`config.mk`:
```
export PLATFORM = sky130hd
export DESIGN_NAME = mission_transfer_protocol_engine_unit
export DESIGN_NICKNAME = d
export VERILOG_FILES = /design/src/design/mtpe_pkg.sv /design/src/design/mtpe_front.sv /design/src/design/mtpe_queue.sv /design/src/design/mtpe_back.sv /design/src/design/mission_transfer_protocol_engine_unit.sv
export SDC_FILE = /design/constraint.sdc
export NUM_CORES = 1
export LEC_CHECK = 0
export BUFFER_PORTS_ARGS = -buffer_cell sky130_fd_sc_hd__buf_2
export CAP_MARGIN = 40
export CORE_UTILIZATION = 50
export CTS_CLUSTER_DIAMETER = 120
export CTS_CLUSTER_SIZE = 10
export DETAILED_ROUTE_END_ITERATION = 10
export PLACE_DENSITY = 0.73
export SLEW_MARGIN = 5
export SYNTH_ARGS = -nofsm -noshare
export SYNTH_HDL_FRONTEND = slang
export SYNTH_SLANG_ARGS = --single-unit
```
`constraint.sdc`:
```
create_clock -name clk -period 10.69 [get_ports clk]
set_input_delay 0.5345 -clock clk [delete_from_list [all_inputs] [get_ports clk]]
set_output_delay 0.5345 -clock clk [all_outputs]
set_load 0.01 [all_outputs]
```
`src/design/mtpe_pkg.sv`:
```
// Shared types and codes for the mission transfer protocol engine.
// No dependencies; every other design file imports this package.
package mtpe_pkg;

  // Width of the wrapping sequence counter used for item requests
  localparam int SEQ_BITS = 16;

  // Input opcodes
  localparam logic [3:0] OP_START_DOWNLOAD = 4'd0;
  localparam logic [3:0] OP_START_UPLOAD   = 4'd1;
  localparam logic [3:0] OP_CLEAR          = 4'd2;
  localparam logic [3:0] OP_RX_COUNT       = 4'd3;
  localparam logic [3:0] OP_RX_ITEM        = 4'd4;
  localparam logic [3:0] OP_RX_REQUEST     = 4'd5;
  localparam logic [3:0] OP_RX_ACK         = 4'd6;
  localparam logic [3:0] OP_RX_REACHED     = 4'd7;
  localparam logic [3:0] OP_TICK           = 4'd8;
  localparam logic [3:0] OP_LINK_LOST      = 4'd9;

  // Request classes handed from the front end to the back end
  localparam logic [3:0] CL_NOP       = 4'd0;
  localparam logic [3:0] CL_START_DL  = 4'd1;
  localparam logic [3:0] CL_START_UL  = 4'd2;
  localparam logic [3:0] CL_CLEAR     = 4'd3;
  localparam logic [3:0] CL_COUNT     = 4'd4;
  localparam logic [3:0] CL_ITEM      = 4'd5;
  localparam logic [3:0] CL_REQUEST   = 4'd6;
  localparam logic [3:0] CL_ACK       = 4'd7;
  localparam logic [3:0] CL_REACHED   = 4'd8;
  localparam logic [3:0] CL_TICK      = 4'd9;
  localparam logic [3:0] CL_LINK_LOST = 4'd10;

  // Outgoing message kinds
  localparam logic [2:0] TX_NONE        = 3'd0;
  localparam logic [2:0] TX_REQ_LIST    = 3'd1;
  localparam logic [2:0] TX_REQ_ITEM    = 3'd2;
  localparam logic [2:0] TX_ACK_OK      = 3'd3;
  localparam logic [2:0] TX_SEND_COUNT  = 3'd4;
  localparam logic [2:0] TX_SEND_ITEM   = 3'd5;
  localparam logic [2:0] TX_SET_CURRENT = 3'd6;

  // Warnings
  localparam logic [2:0] WARN_NONE    = 3'd0;
  localparam logic [2:0] WARN_DL_BUSY = 3'd1;
  localparam logic [2:0] WARN_UL_BUSY = 3'd2;
  localparam logic [2:0] WARN_DL_NONE = 3'd3;
  localparam logic [2:0] WARN_UL_NONE = 3'd4;

  // Transfer events
  localparam logic [1:0] EV_NONE     = 2'd0;
  localparam logic [1:0] EV_SIZE     = 2'd1;
  localparam logic [1:0] EV_COMPLETE = 2'd2;
  localparam logic [1:0] EV_FAILED   = 2'd3;

  // Download phases
  localparam logic [1:0] DL_IDLE = 2'd0;
  localparam logic [1:0] DL_LIST = 2'd1;
  localparam logic [1:0] DL_ITEM = 2'd2;

  // Upload phases
  localparam logic [1:0] UL_IDLE  = 2'd0;
  localparam logic [1:0] UL_COUNT = 2'd1;
  localparam logic [1:0] UL_AWAIT = 2'd2;

  // Configuration register indexes
  localparam logic [1:0] CFG_DL_WAIT = 2'd0;
  localparam logic [1:0] CFG_UL_WAIT = 2'd1;
  localparam logic [1:0] CFG_RETRY   = 2'd2;

  // Configuration reset values
  localparam logic [15:0] DL_WAIT_RESET = 16'd1000;
  localparam logic [15:0] UL_WAIT_RESET = 16'd1000;
  localparam logic [2:0]  RETRY_RESET   = 3'd5;

  typedef struct packed {
    logic [3:0]  opcode;
    logic [15:0] seq_number;
    logic [15:0] item_total;
    logic [7:0]  ack_result;
  } item_t;

  typedef struct packed {
    logic [2:0]  tx_kind;
    logic [15:0] tx_seq;
    logic [15:0] tx_count;
    logic [2:0]  warning;
    logic [1:0]  download_event;
    logic [1:0]  upload_event;
    logic        ack_rejected;
    logic [7:0]  ack_code;
    logic        mission_done;
    logic        clear_store;
    logic [15:0] progress_count;
  } result_t;

  // Classified request as held in the queue
  typedef struct packed {
    logic [3:0]          cls;
    logic [15:0]         seq_number;
    logic [SEQ_BITS-1:0] seq_next;
    logic [15:0]         item_total;
    logic [7:0]          ack_result;
    logic                ack_ok;
  } cmd_t;

endpackage

```
`src/design/mtpe_front.sv`:
```
// Front end: classifies an incoming request and precomputes its derived fields.
// Depends on mtpe_pkg.
module mtpe_front
  import mtpe_pkg::*;
(
  input  item_t item,
  output cmd_t  cmd
);

  // Map opcode to request class; unused codes become CL_NOP and do nothing.
  // Carry the payload and precompute the next sequence and ack status.
  always_comb begin
    case (item.opcode)
      OP_START_DOWNLOAD: cmd.cls = CL_START_DL;
      OP_START_UPLOAD:   cmd.cls = CL_START_UL;
      OP_CLEAR:          cmd.cls = CL_CLEAR;
      OP_RX_COUNT:       cmd.cls = CL_COUNT;
      OP_RX_ITEM:        cmd.cls = CL_ITEM;
      OP_RX_REQUEST:     cmd.cls = CL_REQUEST;
      OP_RX_ACK:         cmd.cls = CL_ACK;
      OP_RX_REACHED:     cmd.cls = CL_REACHED;
      OP_TICK:           cmd.cls = CL_TICK;
      OP_LINK_LOST:      cmd.cls = CL_LINK_LOST;
      default:           cmd.cls = CL_NOP;
    endcase
    cmd.seq_number = item.seq_number;
    cmd.seq_next   = item.seq_number[SEQ_BITS-1:0] + {{(SEQ_BITS-1){1'b0}}, 1'b1};
    cmd.item_total = item.item_total;
    cmd.ack_result = item.ack_result;
    cmd.ack_ok     = (item.ack_result == 8'd0);
  end

endmodule

```
`src/design/mtpe_queue.sv`:
```
// Two-entry queue between the front and back ends of the engine.
// Depends on mtpe_pkg for the queued request type.
module mtpe_queue
  import mtpe_pkg::*;
(
  input  logic clk,
  input  logic rst,
  input  logic push,
  input  cmd_t push_data,
  output logic full,
  input  logic pop,
  output logic head_valid,
  output cmd_t head
);

  cmd_t       entries [2];
  logic       wr_ptr;
  logic       rd_ptr;
  logic [1:0] count;

  // Store a pushed request
  always_ff @(posedge clk) begin
    if (push) begin
      entries[wr_ptr] <= push_data;
    end
  end

  // Advance pointers and occupancy
  always_ff @(posedge clk) begin
    if (rst) begin
      wr_ptr <= 1'b0;
      rd_ptr <= 1'b0;
      count  <= 2'd0;
    end else begin
      if (push) wr_ptr <= ~wr_ptr;
      if (pop)  rd_ptr <= ~rd_ptr;
      case ({push, pop})
        2'b10:   count <= count + 2'd1;
        2'b01:   count <= count - 2'd1;
        default: count <= count;
      endcase
    end
  end

  assign full       = (count == 2'd2);
  assign head_valid = (count != 2'd0);
  assign head       = entries[rd_ptr];

endmodule

```
`src/design/mtpe_back.sv`:
```
// Back end: transfer state, timers, configuration and the result register.
// Depends on mtpe_pkg.
module mtpe_back
  import mtpe_pkg::*;
(
  input  logic        clk,
  input  logic        rst,
  input  logic        cfg_write,
  input  logic [1:0]  cfg_index,
  input  logic [15:0] cfg_data,
  input  logic        head_valid,
  input  cmd_t        head,
  output logic        pop,
  output logic        result_valid,
  input  logic        result_stall,
  output result_t     result
);

  // Configuration
  logic [15:0] dl_wait;
  logic [15:0] ul_wait;
  logic [2:0]  retry_limit;

  // Transfer state
  logic [1:0]          dl_phase, dl_phase_next;
  logic [1:0]          ul_phase, ul_phase_next;
  logic [2:0]          dl_tries, dl_tries_next;
  logic [2:0]          ul_tries, ul_tries_next;
  logic                pend_valid, pend_valid_next;
  logic [SEQ_BITS-1:0] pend_seq, pend_seq_next;
  logic [15:0]         announced, announced_next;
  logic [15:0]         received, received_next;
  logic [15:0]         outgoing, outgoing_next;
  logic [15:0]         dl_timer, dl_timer_next;
  logic [15:0]         ul_timer, ul_timer_next;
  logic                dl_run, dl_run_next;
  logic                ul_run, ul_run_next;

  result_t     res;
  logic [16:0] dl_sum;
  logic [16:0] ul_sum;

  // Take a request whenever the result register is free or draining
  assign pop = head_valid && (!result_valid || !result_stall);

  // Configuration writes
  always_ff @(posedge clk) begin
    if (rst) begin
      dl_wait     <= DL_WAIT_RESET;
      ul_wait     <= UL_WAIT_RESET;
      retry_limit <= RETRY_RESET;
    end else if (cfg_write) begin
      case (cfg_index)
        CFG_DL_WAIT: dl_wait     <= cfg_data;
        CFG_UL_WAIT: ul_wait     <= cfg_data;
        CFG_RETRY:   retry_limit <= cfg_data[2:0];
        default:     ;
      endcase
    end
  end

  // Next state and result for the request at the queue head
  always_comb begin
    dl_phase_next   = dl_phase;
    ul_phase_next   = ul_phase;
    dl_tries_next   = dl_tries;
    ul_tries_next   = ul_tries;
    pend_valid_next = pend_valid;
    pend_seq_next   = pend_seq;
    announced_next  = announced;
    received_next   = received;
    outgoing_next   = outgoing;
    dl_timer_next   = dl_timer;
    ul_timer_next   = ul_timer;
    dl_run_next     = dl_run;
    ul_run_next     = ul_run;
    dl_sum          = {1'b0, dl_timer} + 17'd1;
    ul_sum          = {1'b0, ul_timer} + 17'd1;
    res             = '0;

    case (head.cls)
      CL_START_DL: begin
        if (ul_phase != UL_IDLE) begin
          res.warning = WARN_UL_BUSY;
        end else if (dl_phase != DL_IDLE) begin
          res.warning = WARN_DL_BUSY;
        end else begin
          res.tx_kind   = TX_REQ_LIST;
          dl_phase_next = DL_LIST;
          dl_timer_next = 16'd0;
          dl_run_next   = 1'b1;
        end
      end

      CL_START_UL: begin
        if (dl_phase != DL_IDLE) begin
          res.warning = WARN_DL_BUSY;
        end else if (ul_phase != UL_IDLE) begin
          res.warning = WARN_UL_BUSY;
        end else begin
          res.upload_event = EV_SIZE;
          if (head.item_total == 16'd0) begin
            res.warning = WARN_UL_NONE;
          end else begin
            outgoing_next  = head.item_total;
            res.tx_kind    = TX_SEND_COUNT;
            res.tx_count   = head.item_total;
            ul_phase_next  = UL_COUNT;
            ul_timer_next  = 16'd0;
            ul_run_next    = 1'b1;
          end
        end
      end

      CL_CLEAR: begin
        if (dl_phase != DL_IDLE) begin
          res.warning = WARN_DL_BUSY;
        end else if (ul_phase != UL_IDLE) begin
          res.warning = WARN_UL_BUSY;
        end else begin
          res.clear_store = 1'b1;
          received_next   = 16'd0;
        end
      end

      CL_COUNT: begin
        if (dl_phase == DL_LIST) begin
          announced_next = head.item_total;
          if (head.item_total != 16'd0) begin
            res.clear_store = 1'b1;
            received_next   = 16'd0;
            if (!pend_valid || pend_seq != '0) begin
              pend_valid_next = 1'b1;
              pend_seq_next   = '0;
              dl_tries_next   = 3'd0;
            end
            res.tx_kind   = TX_REQ_ITEM;
            dl_phase_next = DL_ITEM;
            dl_timer_next = 16'd0;
            dl_run_next   = 1'b1;
          end else begin
            dl_timer_next = 16'd0;
            dl_run_next   = 1'b0;
            dl_tries_next = 3'd0;
            dl_phase_next = DL_IDLE;
            res.warning   = WARN_DL_NONE;
          end
          res.download_event = EV_SIZE;
        end
      end

      CL_ITEM: begin
        if (dl_phase == DL_ITEM) begin
          if (received != 16'hFFFF) received_next = received + 16'd1;
          if (received_next == announced) begin
            res.tx_kind        = TX_ACK_OK;
            pend_valid_next    = 1'b0;
            pend_seq_next      = '0;
            dl_tries_next      = 3'd0;
            dl_phase_next      = DL_IDLE;
            dl_timer_next      = 16'd0;
            dl_run_next        = 1'b0;
            res.download_event = EV_COMPLETE;
          end else begin
            if (!pend_valid || pend_seq != head.seq_next) begin
              pend_valid_next = 1'b1;
              pend_seq_next   = head.seq_next;
              dl_tries_next   = 3'd0;
            end
            res.tx_kind   = TX_REQ_ITEM;
            res.tx_seq    = 16'(head.seq_next);
            dl_phase_next = DL_ITEM;
            dl_timer_next = 16'd0;
            dl_run_next   = 1'b1;
          end
        end
      end

      CL_REQUEST: begin
        if (ul_phase != UL_IDLE) begin
          ul_timer_next = 16'd0;
          ul_run_next   = 1'b0;
          if (head.seq_number >= outgoing) begin
            ul_tries_next    = 3'd0;
            ul_phase_next    = UL_IDLE;
            res.upload_event = EV_FAILED;
          end else begin
            res.tx_kind   = TX_SEND_ITEM;
            res.tx_seq    = 16'(head.seq_number[SEQ_BITS-1:0]);
            ul_phase_next = UL_AWAIT;
            ul_run_next   = 1'b1;
          end
        end
      end

      CL_ACK: begin
        if (!head.ack_ok) begin
          res.ack_rejected = 1'b1;
          res.ack_code     = head.ack_result;
        end
        if (ul_phase != UL_IDLE) begin
          ul_tries_next = 3'd0;
          ul_phase_next = UL_IDLE;
          ul_timer_next = 16'd0;
          ul_run_next   = 1'b0;
          if (head.ack_ok) begin
            res.tx_kind      = TX_SET_CURRENT;
            res.upload_event = EV_COMPLETE;
          end else begin
            res.upload_event = EV_FAILED;
          end
        end
      end

      CL_REACHED: begin
        res.mission_done = (announced != 16'd0) &&
                           (head.seq_number == announced - 16'd1);
      end

      CL_TICK: begin
        // Download timer
        if (dl_run) begin
          dl_timer_next = dl_sum[15:0];
          if (dl_sum >= {1'b0, dl_wait}) begin
            dl_timer_next = 16'd0;
            dl_run_next   = 1'b0;
            if (dl_phase == DL_LIST || dl_phase == DL_ITEM) begin
              if (dl_tries < retry_limit) begin
                dl_tries_next = dl_tries + 3'd1;
                if (dl_phase == DL_LIST) begin
                  res.tx_kind = TX_REQ_LIST;
                end else begin
                  if (!pend_valid) begin
                    pend_valid_next = 1'b1;
                    dl_tries_next   = 3'd0;
                  end
                  res.tx_kind = TX_REQ_ITEM;
                  res.tx_seq  = 16'(pend_seq);
                end
                dl_run_next = 1'b1;
              end else begin
                pend_valid_next    = 1'b0;
                pend_seq_next      = '0;
                dl_tries_next      = 3'd0;
                dl_phase_next      = DL_IDLE;
                res.download_event = EV_FAILED;
              end
            end
          end
        end
        // Upload timer
        if (ul_run) begin
          ul_timer_next = ul_sum[15:0];
          if (ul_sum >= {1'b0, ul_wait}) begin
            ul_timer_next = 16'd0;
            ul_run_next   = 1'b0;
            if (ul_phase == UL_COUNT && ul_tries < retry_limit) begin
              ul_tries_next = ul_tries + 3'd1;
              res.tx_kind   = TX_SEND_COUNT;
              res.tx_count  = outgoing;
              ul_run_next   = 1'b1;
            end else if (ul_phase == UL_COUNT || ul_phase == UL_AWAIT) begin
              ul_tries_next    = 3'd0;
              ul_phase_next    = UL_IDLE;
              res.upload_event = EV_FAILED;
            end
          end
        end
      end

      CL_LINK_LOST: begin
        if (dl_phase != DL_IDLE) begin
          pend_valid_next    = 1'b0;
          pend_seq_next      = '0;
          dl_tries_next      = 3'd0;
          dl_phase_next      = DL_IDLE;
          dl_timer_next      = 16'd0;
          dl_run_next        = 1'b0;
          res.download_event = EV_FAILED;
        end
        if (ul_phase != UL_IDLE) begin
          ul_tries_next    = 3'd0;
          ul_phase_next    = UL_IDLE;
          ul_timer_next    = 16'd0;
          ul_run_next      = 1'b0;
          res.upload_event = EV_FAILED;
        end
      end

      default: ;
    endcase

    // Report progress, dropped to zero on a download failure
    res.progress_count = (res.download_event == EV_FAILED) ? 16'd0 : received_next;
  end

  // Commit state on each taken request
  always_ff @(posedge clk) begin
    if (rst) begin
      dl_phase   <= DL_IDLE;
      ul_phase   <= UL_IDLE;
      dl_tries   <= 3'd0;
      ul_tries   <= 3'd0;
      pend_valid <= 1'b0;
      pend_seq   <= '0;
      announced  <= 16'd0;
      received   <= 16'd0;
      outgoing   <= 16'd0;
      dl_timer   <= 16'd0;
      ul_timer   <= 16'd0;
      dl_run     <= 1'b0;
      ul_run     <= 1'b0;
    end else if (pop) begin
      dl_phase   <= dl_phase_next;
      ul_phase   <= ul_phase_next;
      dl_tries   <= dl_tries_next;
      ul_tries   <= ul_tries_next;
      pend_valid <= pend_valid_next;
      pend_seq   <= pend_seq_next;
      announced  <= announced_next;
      received   <= received_next;
      outgoing   <= outgoing_next;
      dl_timer   <= dl_timer_next;
      ul_timer   <= ul_timer_next;
      dl_run     <= dl_run_next;
      ul_run     <= ul_run_next;
    end
  end

  // Result register: load on pop, drop once taken
  always_ff @(posedge clk) begin
    if (rst) begin
      result_valid <= 1'b0;
    end else if (pop) begin
      result_valid <= 1'b1;
    end else if (!result_stall) begin
      result_valid <= 1'b0;
    end
  end

  always_ff @(posedge clk) begin
    if (pop) begin
      result <= res;
    end
  end

endmodule

```
`src/design/mission_transfer_protocol_engine_unit.sv`:
```
// Top level of the mission transfer protocol engine.
// Depends on mtpe_pkg, mtpe_front, mtpe_queue and mtpe_back.
//
//   Channel  Handshake                    Payload
//   item     item_valid / item_stall      item (item_t)
//   result   result_valid / result_stall  result (result_t)
//   cfg      cfg_valid / cfg_ready        cfg_index, cfg_data
//
// One request per cycle while result_stall is low; a request is first written
// into the queue, and its result is then loaded into the back end's result
// register, from which it leaves on the result channel.
// The two-entry queue sets how long the input keeps flowing while results stall;
// item_stall rises only when it is full. Reset is synchronous and clears all
// transfer state and loads the register defaults. cfg_ready is always high.
module mission_transfer_protocol_engine_unit
  import mtpe_pkg::*;
(
  input  logic        clk,
  input  logic        rst,
  input  logic        item_valid,
  output logic        item_stall,
  input  item_t       item,
  output logic        result_valid,
  input  logic        result_stall,
  output result_t     result,
  input  logic        cfg_valid,
  output logic        cfg_ready,
  input  logic [1:0]  cfg_index,
  input  logic [15:0] cfg_data
);

  cmd_t cmd;
  cmd_t head;
  logic q_full;
  logic q_valid;
  logic q_pop;

  assign item_stall = q_full;
  assign cfg_ready  = 1'b1;

  mtpe_front u_front (
    .item (item),
    .cmd  (cmd)
  );

  mtpe_queue u_queue (
    .clk        (clk),
    .rst        (rst),
    .push       (item_valid && !q_full),
    .push_data  (cmd),
    .full       (q_full),
    .pop        (q_pop),
    .head_valid (q_valid),
    .head       (head)
  );

  mtpe_back u_back (
    .clk          (clk),
    .rst          (rst),
    .cfg_write    (cfg_valid && cfg_ready),
    .cfg_index    (cfg_index),
    .cfg_data     (cfg_data),
    .head_valid   (q_valid),
    .head         (head),
    .pop          (q_pop),
    .result_valid (result_valid),
    .result_stall (result_stall),
    .result       (result)
  );

endmodule
```
* After elaboration in Yosys (flattened, before gate mapping)
Memories as Yosys holds them, arrays and structs flattened. A register that Yosys moved wholly into a read port is not among the register bits.
Cells that the tools add are included.
** Word-level totals
- Bits in registers :: 218
- Bits in read-only memories :: 64
- Output and inout bits :: 72
- Memories :: 2
- RAM bits :: 122
- Logic and storage cells :: 338
** Memories
- u_queue.entries :: depth 2, bits a word 61, rd ports 1, clocked after memory_dff 1, write ports 1, RTL line mtpe_queue.sv:16 : cmd_t entries [2];
- (name not given) :: depth 16, bits a word 4, rd ports 1, clocked after memory_dff 0, write ports 0, RTL line mtpe_front.sv:13 : case (item.opcode)
** Cells by class
- Multiplexer cells :: 188
- Order comparisons :: 5
- Equality and inequality tests :: 51
- Bitwise logic cells :: 6
- Add/subtract/negate cells :: 9
- Reductions and logical operators :: 46
** Operators by type and width (number)
- $mux 16 :: 39
- $pmux 16 s3 :: 3
- $mux 19 :: 6
- $mux 3 :: 33
- $mux 2 :: 42
- $pmux 16 s5 :: 1
- $pmux 16 s4 :: 1
- $reduce_bool 16->1 :: 3
- $mux 1 :: 46
- $add 16x1->17 const B :: 2
- $ge 17x16->1 :: 2
- $add 16x1->16 const B :: 2
- $eq 16x16->1 :: 2
- $ne 2x1->1 const B :: 16
- $pmux 16 s2 :: 1
- $pmux 3 s4 :: 2
- $reduce_and 12->1 :: 2
- $reduce_and 11->1 :: 2
- $pmux 3 s7 :: 1
- $reduce_and 7->1 :: 3
- $pmux 2 s5 :: 2
- $mux 18 :: 1
- $eq 4x3->1 const B :: 4
- $ge 16x16->1 :: 1
- 41 further kinds :: 88

* Longest topological paths before layout
Gate-level depths: netlist of the first run.
- Word-level depth :: 10
- Depth in mapped cells :: 18

* Cells and area by module
A second synthesis of the first run with hierarchy kept.
** Second synthesis, totals
- Cell total of the unflattened synthesis :: 1781
- Area total of the unflattened synthesis :: 17808.3 um2
** By module, submodules not included
- mtpe_back :: times used 1, seq. area each 4974.8 um2, cells each 1470, area each 12489.5 um2
- mtpe_queue :: times used 1, seq. area each 3763.6 um2, cells each 212, area each 4593.2 um2
- mtpe_front :: times used 1, seq. area each 0.0 um2, cells each 96, area each 700.7 um2
- mission_transfer_protocol_engine_unit :: times used 1, seq. area each 0.0 um2, cells each 3, area each 25.0 um2

* Worst setup path before layout of the first run
No wires, ideal clock.
- Path kind :: input to register
- Start point :: in result_stall
- End point :: reg u_queue.count[1]
- Library setup time :: 70 ps
- Data required time :: 10620 ps
- Path buffers :: 0
- Data arrival time :: 3687 ps
- Path slack :: 6933 ps
- Stages :: 7
- Path through :: nand2_1 -> o21ai_1 -> clkinv_1 -> ha_1 -> xnor2_1 -> or3_1 -> a21oi_1
** On the way
- Longest elaborated chain between the ends :: 5
- Elaborated cells between the ends (all ways) :: 7
** Ends and longest elaborated chain
- start: declaration :: RTL line mission_transfer_protocol_engine_unit.sv:24 : input logic result_stall,
- $logic_not 1->1 (*) :: RTL line mtpe_back.sv:44 : assign pop = head_valid && (!result_valid || !result_stall);
- $logic_or 1x1->1 (*) :: RTL line mtpe_back.sv:44
- $logic_and 1x1->1 (*) :: RTL line mtpe_back.sv:44
- named net q_pop :: RTL line mission_transfer_protocol_engine_unit.sv:36 : logic q_pop;
- $eq 2x1->1 or $eq 2x2->1 (tied branches) :: RTL line mtpe_queue.sv:37 : case ({push, pop})
- $pmux 2 s2 or $reduce_bool 2->1 (tied branches)
- end signal: assignment :: RTL line mtpe_queue.sv:38 : 2'b10: count <= count + 2'd1;
- end signal: assignment :: RTL line mtpe_queue.sv:39 : 2'b01: count <= count - 2'd1;
- end signal: assignment :: RTL line mtpe_queue.sv:40 : default: count <= count;
- end: declaration :: RTL line mtpe_queue.sv:19 : logic [1:0] count;
The timed path passes the listed nets; every way through them passes the cells marked *.
A chain may end at the register's enable or synchronous reset.

==> run_results.csv, run 1 <==
group,metric,value,unit
setup_path,setup.reg_to_reg.worst_slack,5710,ps
synth,number_of_flops_mapped_to_enable_cells_by_yosys,191,
die,core_area,0.0347,mm^2
grt,grt_pass1_vias,13400,
setup_path,worstPathBufferInverterCount,1,
timing,final-setup-viol-count,0,
cts,postCtsResizedCells,0,
timing,fin_worst_skew,25.0,ps
setup_path,arrival,5430,ps
placement,port_buffers,137,
timing,final_max_slew_viol_count,0,
routing,drt-total-wl,45.3,mm
cts,clockRootBuffer,"clkbuf_16",
cts,cts-buffers-inserted,40,
synth,synth-seq-cells,341,
setup_path,timing.critical_path.max_delay_family,"simple AND/OR/NAND/NOR gates",
die,start_util,51.0,%
routing,vias_per_cell,5.98,
timing,finalWorstPathRequiredPeriod,4980,ps
timing,hold_viol,0,
synth,post_synth_and_or_nand_nor_area_fraction,17.3,%
synth,postSynthAreaPerCell,9.91,um^2
synth,post_synth_fa_ha_maj_area_fraction,4.87,%
placement,gp_congestion,0.948,
placement,post-dp-hpwl,32.5,mm
synth,dominant_combinational_cell_family_by_area_after_synthesis,"simple AND/OR/NAND/NOR gates",
grt,grt_max_degree,66,
routing,firstDrtPassIters,6,
setup_path,cp_max_fo,49,
routing,route.detailed.wl_per_inst,19.1,um
placement,preCtsSetupSlack,5830,ps
die,design.portCount,139,
cells_and_area,final-instance-count-excl-fill,2374,
placement,dp.cells,2303,
synth,synth_area,0.0177,mm^2
synth,post_synth_xor_area_fraction,4.55,%
cts,cts.hold.buffers_added,0,
routing,post-route-drc-count,0,
grt,gr-usage-all-layers,24.9,%
cts,clockBufferDepth,3,
outcome,status,"completed",
setup_path,timing_worst_setup_path_type,"reg2reg",
cts,post_cts.repair.setup_buffers,0,
cts,cts.sink_count,341,
cells_and_area,final_common_cell,"edfxtp_1",
die,die_y,190,um
setup_path,worst_setup_path_start_kind,"flip-flop",
power,irDropWorstVdd,245,uV
routing,ant_nets,0,
timing,max_slew_margin,35.4,%
routing,route.vias.total,14200,
die,die_area,0.0362,mm^2
synth,synth-async-reset-ratio,0,%
synth,syn_inst,1788,
synth,synth_compound_gate_area_share,15.2,%
cells_and_area,syn2layout_area_growth,12.7,%
timing,timing.setup.tns,0,ps
synth,synth_mux_area_share,4.34,%
cts,worst_skew_pair.late_latency,550,ps
worst_hold_path,hold_path_cell_cnt,1,
grt,grt_pass1_wl,71.9,mm
setup_path,crit_chain,"buf_4 > nand3b_1 > o21ai_1 > nand4_1 > or2_1 > a21oi_2 > a21boi_1 > nand3_1 > or4_1 > o31ai_1",
timing,final_critical_path_setup_slack,5710,ps
synth,yosys_warnings,0,
setup_path,crit_slowest_cell,"a21boi_1",
cells_and_area,post_route_cells_drive_above_1_share,13.4,%
setup_path,worst-endpoint-required,11140,ps
setup_path,max_stage_delay,680,ps
synth,postSynth.topFlopCell,"edfxtp_1",
die,die_width,190,um
routing,drt_iter0_markers,1365,
timing,grt_setup_unrepaired,"false",
job,timing.max_cap.violations,0,
cts,clk_transition_reported_paths,50,ps
power,power_density,201,mW/mm^2
grt,gr-total-overflow,0,
cells_and_area,n_antenna_cell,0,
setup_path,reg2regPathDepth,10,
grt,antenna_violations_before_repair,0,
cts,cts_tree,"yes",
setup_path,crit_path_end_kind,"flip-flop",
synth,mappedNetlistNets,1924,
cts,clock_tree.htree_level_count,2,
synth,ys_seq_area_share,49.3,%
power,leakage,7.42,nW
worst_hold_path,hold_start,"item[18]",
timing,final_min_period_over_clock_period,46.6,%
die,rows,68,
timing,timing.fmax,201,MHz
worst_hold_path,hold_path_end,"u_queue.entries[0][19]$_DFFE_PP_",
synth,post_synth_num_cell_types,92,
cells_and_area,layout.cells.most_common_list,"191 x edfxtp_1, 175 x nor2_1, 149 x nand2_1, 149 x dfxtp_1, 136 x buf_2",
timing,timing_worst_slew_pin_value,960,ps
cells_and_area,nets,2026,
setup_path,rr_endpoint,"u_back.ul_timer[5]$_SDFFE_PP0P_",
worst_hold_path,min-delay-path-class,"in2reg",
-- logic make-up after synthesis --
kind of cell               Yosys count
DFF                                341
buffers and inverters              190
xor gates and xnor gates            92
and+or+nand+nor                    624
adders and majority gates           69
other                                1
muxes                               74
AOI/OAI and AO/OA                  397
-- flip-flops by register name, summed over array words and instances (netlist names), 2 cells and up, named ones only --
register and count:
u_back.ul_wait 16, u_back.dl_tries 3, u_back.dl_wait 16, u_back.ul_timer 16, u_back.ul_phase 2, u_back.ul_tries 3
u_queue.entries 122, u_back.dl_phase 2, u_back.retry_limit 3, u_back.pend_seq 16, u_back.dl_timer 16, u_queue.count 2
u_back.received 16, u_back.announced 16, u_back.result 69, u_back.outgoing 16
-- worst max-delay path by stage --
stage / slack [ps] / depth (start not counted) / startpoint / to
2_1_floorplan: 6930 / 7 / result_stall / u_queue.count[1]$_SDFFE_PP0P_
5_1_grt: 5290 / 10 / flip-flop / u_back.ul_timer[8]$_SDFFE_PP0P_
3_3_place_gp: 5960 / 10 / flip-flop / u_back.ul_timer[8]$_SDFFE_PP0P_
6_report: 5710 / 10 / flip-flop / u_back.ul_timer[5]$_SDFFE_PP0P_
3_5_place_dp: 5830 / 10 / flip-flop / u_back.ul_timer[8]$_SDFFE_PP0P_
4_1_cts: 5810 / 10 / flip-flop / u_back.ul_timer[5]$_SDFFE_PP0P_
-- power by group --
part	switching (mW)	total, mW	internal [mW]
clock network	0.534	1.25	0.711
logic	0.683	1.04	0.352
registers	0.0990	1.74	1.64
total	1.32	4.02	2.70
-- Yosys cell counts (6+ instances only) --
cell type,count,area [um^2]
and2_1,8,50.1
a211oi_1,44,330
a221o_1,17,170
o211ai_1,17,128
nand3_1,82,410
clkbuf_1,62,233
xor2_1,45,394
and3_1,32,200
nand2b_1,16,100
buf_4,7,52.6
a22oi_1,22,165
mux2i_1,53,531
nand2_1,149,559
a21oi_1,98,490
nor4_1,26,163
ha_1,69,863
o31ai_1,8,60.1
and4_1,6,52.6
nand3b_1,13,97.6
or4_1,9,67.6
inv_1,89,334
dfxtp_1,150,3000
or3_1,8,50.1
o21ai_0,65,325
buf_2,19,95.1
mux2_2,20,225
nor2_1,178,668
o21a_1,6,45.0
nor3_1,37,185
edfxtp_1,191,5740
a21o_1,19,143
buf_1,6,22.5
nor2b_1,9,56.3
nand4_1,23,144
o22ai_1,7,43.8
o32ai_1,8,70.1
o2bb2ai_1,16,140
xnor2_1,47,412
o21ai_1,13,65.1
o31a_1,6,52.6
-- per-layer routing --
layer / vias up / track usage (%) / part of all wire (%)
li1: 6764 / - / -
met4: 0 / 7.05 / 2.1
met3: 75 / 3.48 / 6.5
met2: 531 / 40.4 / 47
met1: 6825 / 34.7 / 44
met5: - / 0 / 0
-- cell type report --
cell class	count	area, um^2
inverter	91	343
clock buffer	67	1100
tap	455	569
fill	2976	14700
sequential	341	8740
timing repair buffer	159	920
multi-input combinational	1257	8220
clock inverter	4	78.8
-- stage by stage --
stage / utilization (%) / power (mW) / hold WS [ps] / cell area, um^2
2_1_floorplan: - / 2.41 / 436 / 17700
3_3_place_gp: 53.8 / 2.75 / 444 / 18700
3_5_place_dp: 54.1 / 2.79 / 447 / 18800
4_1_cts: 57.5 / 4.04 / 154 / 20000
5_1_grt: 57.5 / 4.20 / 162 / 20000
6_report: 57.5 / 4.02 / 174 / 20000
Power figures use the tool's default switching activity.
==> inputs of run 2 (changes only) <==
Clock period 10.69 ns to 4.6 ns, I/O delays scaled along.
==> run 2 against run 1 <==
- sequential cell count stayed put
- clock power is 130% higher
- die area stayed put
- sequential share of layout area is 1.6 points lower
- final area is 3.8% higher
- largest cell class unchanged
- combinational power is 140% higher
- count of clock-buffer cells in the layout is 1 lower
- wire length is 4.8% higher
- sequential power is 130% higher
- worst setup slack worse by 5400 ps
==> run_results.csv, run 2 (synthesized netlist as in run 1, its figures left out) <==
group,metric,value,unit
cts,clock_tree.htree_level_count,2,
routing,vias_per_cell,5.95,
setup_path,worstReg2RegStart,"u_back.ul_timer[0]$_SDFFE_PP0P_",
routing,drt_iter0_markers,1379,
placement,dp.cells,2329,
setup_path,crit_chain,"ha_1 > nand3_1 > nor4_1 > nand2_1 > xnor2_1 > ha_1 > nand4_1 > or2_2 > a21oi_1 > o21bai_1 > a21oi_1 > and2_2 > o2bb2ai_1",
setup_path,worst_setup_path_start_kind,"flip-flop",
cells_and_area,reg.largest.list,"u_queue.entries x122, u_back.result x69",
grt,grt_util_met1,36.7,%
cells_and_area,nets,2109,
setup_path,reg2regPathDepth,13,
power,irDropWorstVdd,312,uV
setup_path,endpoint,"u_back.result[36]$_DFFE_PP_",
timing,grt_setup_unrepaired,"false",
grt,grt_busiest_layer,"met2",
timing,fin_worst_skew,55.5,ps
power,power_density,458,mW/mm^2
cells_and_area,top_register,"u_queue.entries",
setup_path,timing_worst_setup_path_type,"reg2reg",
timing,final_max_slew_viol_count,0,
die,design.portCount,139,
outcome,status,"completed",
setup_path,crit_slowest_cell,"nor4_1",
placement,preCtsSetupSlack,183,ps
grt,gr-total-overflow,0,
cts,cts_tree,"yes",
timing,max_slew_margin,38.6,%
timing,hold_viol,0,
placement,area_post_placement,0.0190,mm^2
die,die_width,190,um
cells_and_area,post-route-util,59.7,%
grt,global_routing_usage_on_met2,40.9,%
cells_and_area,layout.cells.most_common_list,"191 x edfxtp_1, 174 x nor2_1, 149 x nand2_1, 149 x dfxtp_1, 136 x buf_2",
cells_and_area,stdcell_area,0.0207,mm^2
timing,final_critical_path_setup_slack,277,ps
grt,gr-usage-all-layers,26.4,%
cells_and_area,syn2layout_area_growth,17.1,%
die,die_y,190,um
job,timing.max_cap.violations,0,
cells_and_area,final_common_cell,"edfxtp_1",
routing,route.detailed.wl_per_inst,19.3,um
cells_and_area,final-instance-count-excl-fill,2456,
cells_and_area,n_antenna_cell,0,
power,leakage,7.78,nW
timing,final_min_period_over_clock_period,94.0,%
timing,timing_worst_slew_pin_value,919,ps
die,start_util,51.0,%
setup_path,arrival,4710,ps
timing,final-setup-viol-count,0,
cts,post_cts.repair.setup_buffers,0,
setup_path,crit_path_end_kind,"flip-flop",
routing,post-route-drc-count,0,
timing,timing.fmax,231,MHz
setup_path,setup.reg_to_reg.worst_slack,280,ps
cts,clockRootBuffer,"clkbuf_16",
setup_path,max_stage_delay,620,ps
grt,use_met3,4.51,%
die,core_area,0.0347,mm^2
grt,grt_pass1_vias,13900,
setup_path,cp_max_fo,17,
routing,route.vias.total,14600,
setup_path,rr_endpoint,"u_back.result[36]$_DFFE_PP_",
die,rows,68,
power,report.power.total,9.50,mW
routing,firstDrtPassIters,6,
cts,cts.sink_count,341,
cells_and_area,number_of_flip_flops_under_the_largest_register_name,122,
routing,drt-total-wl,47.5,mm
cts,cts-buffers-inserted,40,
grt,grt_max_degree,74,
cts,clockBufferDepth,3,
timing,finalWorstPathRequiredPeriod,4320,ps
cts,worst_skew_pair.late_latency,580,ps
grt,grt_pass1_wl,75.2,mm
timing,timing.setup.tns,0,ps
die,die_area,0.0362,mm^2
grt,antenna_violations_before_repair,0,
cts,clk_transition_reported_paths,50,ps
worst_hold_path,min-delay-path-class,"in2reg",
placement,port_buffers,137,
routing,ant_nets,0,
timing,hold_slack,87.4,ps
placement,post-dp-hpwl,33.7,mm
placement,gp_congestion,0.952,
setup_path,worst-endpoint-required,4980,ps
cells_and_area,post_route_cells_drive_above_1_share,14.3,%
setup_path,crit_path_start,"u_back.ul_timer[0]$_SDFFE_PP0P_",
run 2: where the power goes:
part | total (mW) | leakage, nW | internal (mW) | switching (mW)
Clock | 2.91 | 0.562 | 1.65 | 1.26
Sequential | 4.05 | 3.04 | 3.81 | 0.240
Combinational | 2.54 | 4.18 | 0.909 | 1.63
Total | 9.50 | 7.78 | 6.37 | 3.13
run 2: critical path: cells and delay by family (launching register included):
family                   cells  cell delay (ps)
flip-flops                   1              390
adder cells (fa/ha/maj)      2              560
AND/OR/NAND/NOR              6             2020
AO/OA/AOI/OAI                4              990
XOR/XNOR                     1              180
run 2: metal layers:
metal	vias to the layer above	wire length, um
met4	0	1640
met2	598	21600
li1	6917	-
met1	6991	20700
met5	-	0
met3	110	3450
run 2: cell type report:
cell class	instances	area [um^2]
timing repair buffer	242	1660
multi-input combinational	1257	8230
fill	2859	14000
clock buffer	66	1100
sequential	341	8740
inverter	91	343
tap	455	569
clock inverter	4	98.8
run 2: how the worst min path moves through the flow:
stage | from | endpoint | slack (ps) | cells past startpoint
floorplan | item[9] | u_queue.entries[0][10]$_DFFE_PP_ | 330 | 0
global placement | item[23] | u_queue.entries[0][24]$_DFFE_PP_ | 420 | 1
detailed placement | item[15] | u_queue.entries[1][16]$_DFFE_PP_ | 420 | 1
CTS | cfg_index[0] | u_back.dl_wait[6]$_SDFFE_PP1P_ | 60 | 3
global route | item[42] | u_queue.entries[0][57]$_DFFE_PP_ | 90 | 2
finish | item[43] | u_queue.entries[1][59]$_DFFE_PP_ | 90 | 2
run 2: repair_timing:
item	in CTS	in global routing
gates resized for setup	0	5
hold buffers	57	0
setup endpoints to repair	0	33
hold endpoints to repair	118	0
==> inputs of run 3 (changes only) <==
Settings changed: ABC_AREA from default to 0, CELL_PAD_IN_SITES_DETAIL_PLACEMENT from default to 0, CELL_PAD_IN_SITES_GLOBAL_PLACEMENT from default to 2, CORE_UTILIZATION 50 to 39, PLACE_DENSITY 0.73 to 0.85.
==> run 3 against run 2 <==
- combinational power barely moved
- sequential share of layout area shrank 0.25 points
- power increased by 0.44%
- register-to-register slack improved by 130 ps
- critical path type unchanged
- highest routed layer unchanged
==> run_results.csv, run 3 (synthesized netlist as in run 1, its figures left out) <==
group,metric,value,unit
routing,post-route-drc-count,0,
routing,ant_nets,0,
outcome,status,"completed",
cts,clk_transition_reported_paths,60,ps
routing,drt-total-wl,50.5,mm
worst_hold_path,min-delay-path-class,"in2reg",
cells_and_area,syn2layout_area_growth,17.7,%
routing,top_signal_layer_used,"met4",
power,power_density,457,mW/mm^2
job,timing.max_cap.violations,0,
cells_and_area,number_of_flip_flops_under_the_largest_register_name,122,
setup_path,max_stage_delay,400,ps
grt,grt_pass1_wl,78.1,mm
grt,grt_pass1_vias,13700,
power,irDropWorstVdd,307,uV
routing,met2RoutedLength,22.8,mm
placement,area_post_placement,0.0191,mm^2
timing,fin_worst_skew,52.7,ps
setup_path,crit_chain,"ha_1 > nand3_1 > nor2_1 > nand3_1 > nor3b_1 > nand3_1 > xnor2_1 > ha_1 > a211oi_1 > o211ai_1 > o21bai_1 > a21oi_1 > and2_2 > nand4b_1",
timing,timing.setup.tns,0,ps
cells_and_area,stdcell_area,0.0209,mm^2
cells_and_area,filler_instances,4177,
cells_and_area,final_common_cell,"edfxtp_1",
die,die_area,0.0463,mm^2
cts,clockRootBuffer,"clkbuf_16",
cts,clock_tree.htree_level_count,2,
routing,route.detailed.wl_per_inst,19.5,um
grt,grt_max_degree,68,
placement,port_buffers,137,
cts,cts.sink_count,341,
cts,cts_tree,"yes",
cells_and_area,multi_input_comb_area,0.00823,mm^2
routing,route.vias.total,14300,
routing,firstDrtPassIters,7,
power,leakage,7.77,nW
routing,drt_iter0_markers,1084,
setup_path,arrival,4520,ps
routing,met3RoutedLength,3.08,mm
die,die_width,215,um
cells_and_area,regArea,0.00874,mm^2
routing,wirelength_met1,23.4,mm
cells_and_area,reg.largest.list,"u_queue.entries x122, u_back.result x69",
timing,finalWorstPathRequiredPeriod,4190,ps
setup_path,worst_setup_path_start_kind,"flip-flop",
timing,hold_viol,0,
timing,final-setup-viol-count,0,
cells_and_area,post_route_cells_drive_above_1_share,14.3,%
timing,grt_setup_unrepaired,"false",
placement,post-dp-hpwl,36.5,mm
setup_path,cp_max_fo,17,
timing,final_min_period_over_clock_period,91.2,%
die,rows,77,
die,design.portCount,139,
timing,max_slew_margin,44.6,%
cts,post_cts.repair.setup_buffers,0,
die,core_area,0.0445,mm^2
timing,final_max_slew_viol_count,0,
cells_and_area,top_register,"u_queue.entries",
setup_path,timing_worst_setup_path_type,"reg2reg",
placement,gp_congestion,0.893,
grt,gr-usage-all-layers,21.6,%
cells_and_area,nets,2110,
setup_path,worst-endpoint-required,4930,ps
setup_path,cp_common_cell,"nand3_1",
die,start_util,39.8,%
cells_and_area,post-route-util,46.9,%
cts,cts-buffers-inserted,40,
cts,clockBufferDepth,3,
setup_path,crit_slowest_cell,"and2_2",
die,die_y,215,um
timing,timing_worst_slew_pin_value,829,ps
timing,timing.fmax,238,MHz
routing,vias_per_cell,5.50,
grt,gr-total-overflow,0,
cells_and_area,n_antenna_cell,0,
setup_path,crit_path_end_kind,"flip-flop",
cells_and_area,layout.cells.most_common_list,"191 x edfxtp_1, 175 x nor2_1, 149 x nand2_1, 149 x dfxtp_1, 136 x buf_2",
grt,antenna_violations_before_repair,0,
cts,worst_skew_pair.late_latency,600,ps
[run 3: cell count changes in the layout (fill, tap and decap cells not counted), sizes merged]
cell	before	now
clkinv	5	4
buf	185	186
clkbuf	66	64
inv	90	91
[run 3: worst max-delay path, delay by kind of cell, from the launching register on]
kind | cells | cell delay (ps)
compound gates | 4 | 980
xor+xnor | 1 | 260
fa+ha+maj | 2 | 570
flops | 1 | 380
simple gates | 7 | 1780
[run 3: cell type report]
class	count	area share, %
Clock buffer	64	5.23
Timing Repair Buffer	243	7.81
Tap cell	592	3.55
Multi-Input combinational cell	1257	39.4
Sequential cell	341	41.9
Inverter	91	1.64
Clock inverter	4	0.426
[run 3: stage by stage]
step	total power, mW	instances	hold WS, ps	setup WS, ps
3_3_place_gp	6.60	2463	420	303
3_5_place_dp	6.63	2467	422	197
4_1_cts	9.64	2592	44.4	236
2_1_floorplan	5.60	1788	329	876
5_1_grt	10.0	2592	73.6	58.5
6_report	9.54	2592	71.8	405
[run 3: routing by layer]
layer  vias up  GRT usage, %
met4         0          6.24
met2       411          34.2
met1      6833          29.9
met5         -             0
li1       6937             -
met3        81          4.09
[run 3: power by group]
group | switching (mW) | leakage [nW] | internal (mW)
logic | 1.61 | 4.18 | 0.895
clock network | 1.29 | 0.558 | 1.64
registers | 0.281 | 3.04 | 3.82
[run 3: final timing paths]
kind	from	depth (start not counted)	slack, ps	endpoint
max	u_back.ul_timer[0]$_SDFFE_PP0P_	14	410	u_back.result[68]$_DFFE_PP_
min	cfg_index[0]	4	70	u_back.dl_wait[11]$_SDFFE_PP0P_
max reg2reg	u_back.ul_timer[0]$_SDFFE_PP0P_	14	410	u_back.result[68]$_DFFE_PP_
min reg2reg	u_back.dl_wait[1]$_SDFFE_PP0P_	2	460	u_back.dl_wait[1]$_SDFFE_PP0P_
[run 3: what timing repair did]
item,CTS,global route
gates resized for setup,0,3
endpoints found under the hold margin,120,0
setup endpoints to repair,0,20
hold buffers,57,0
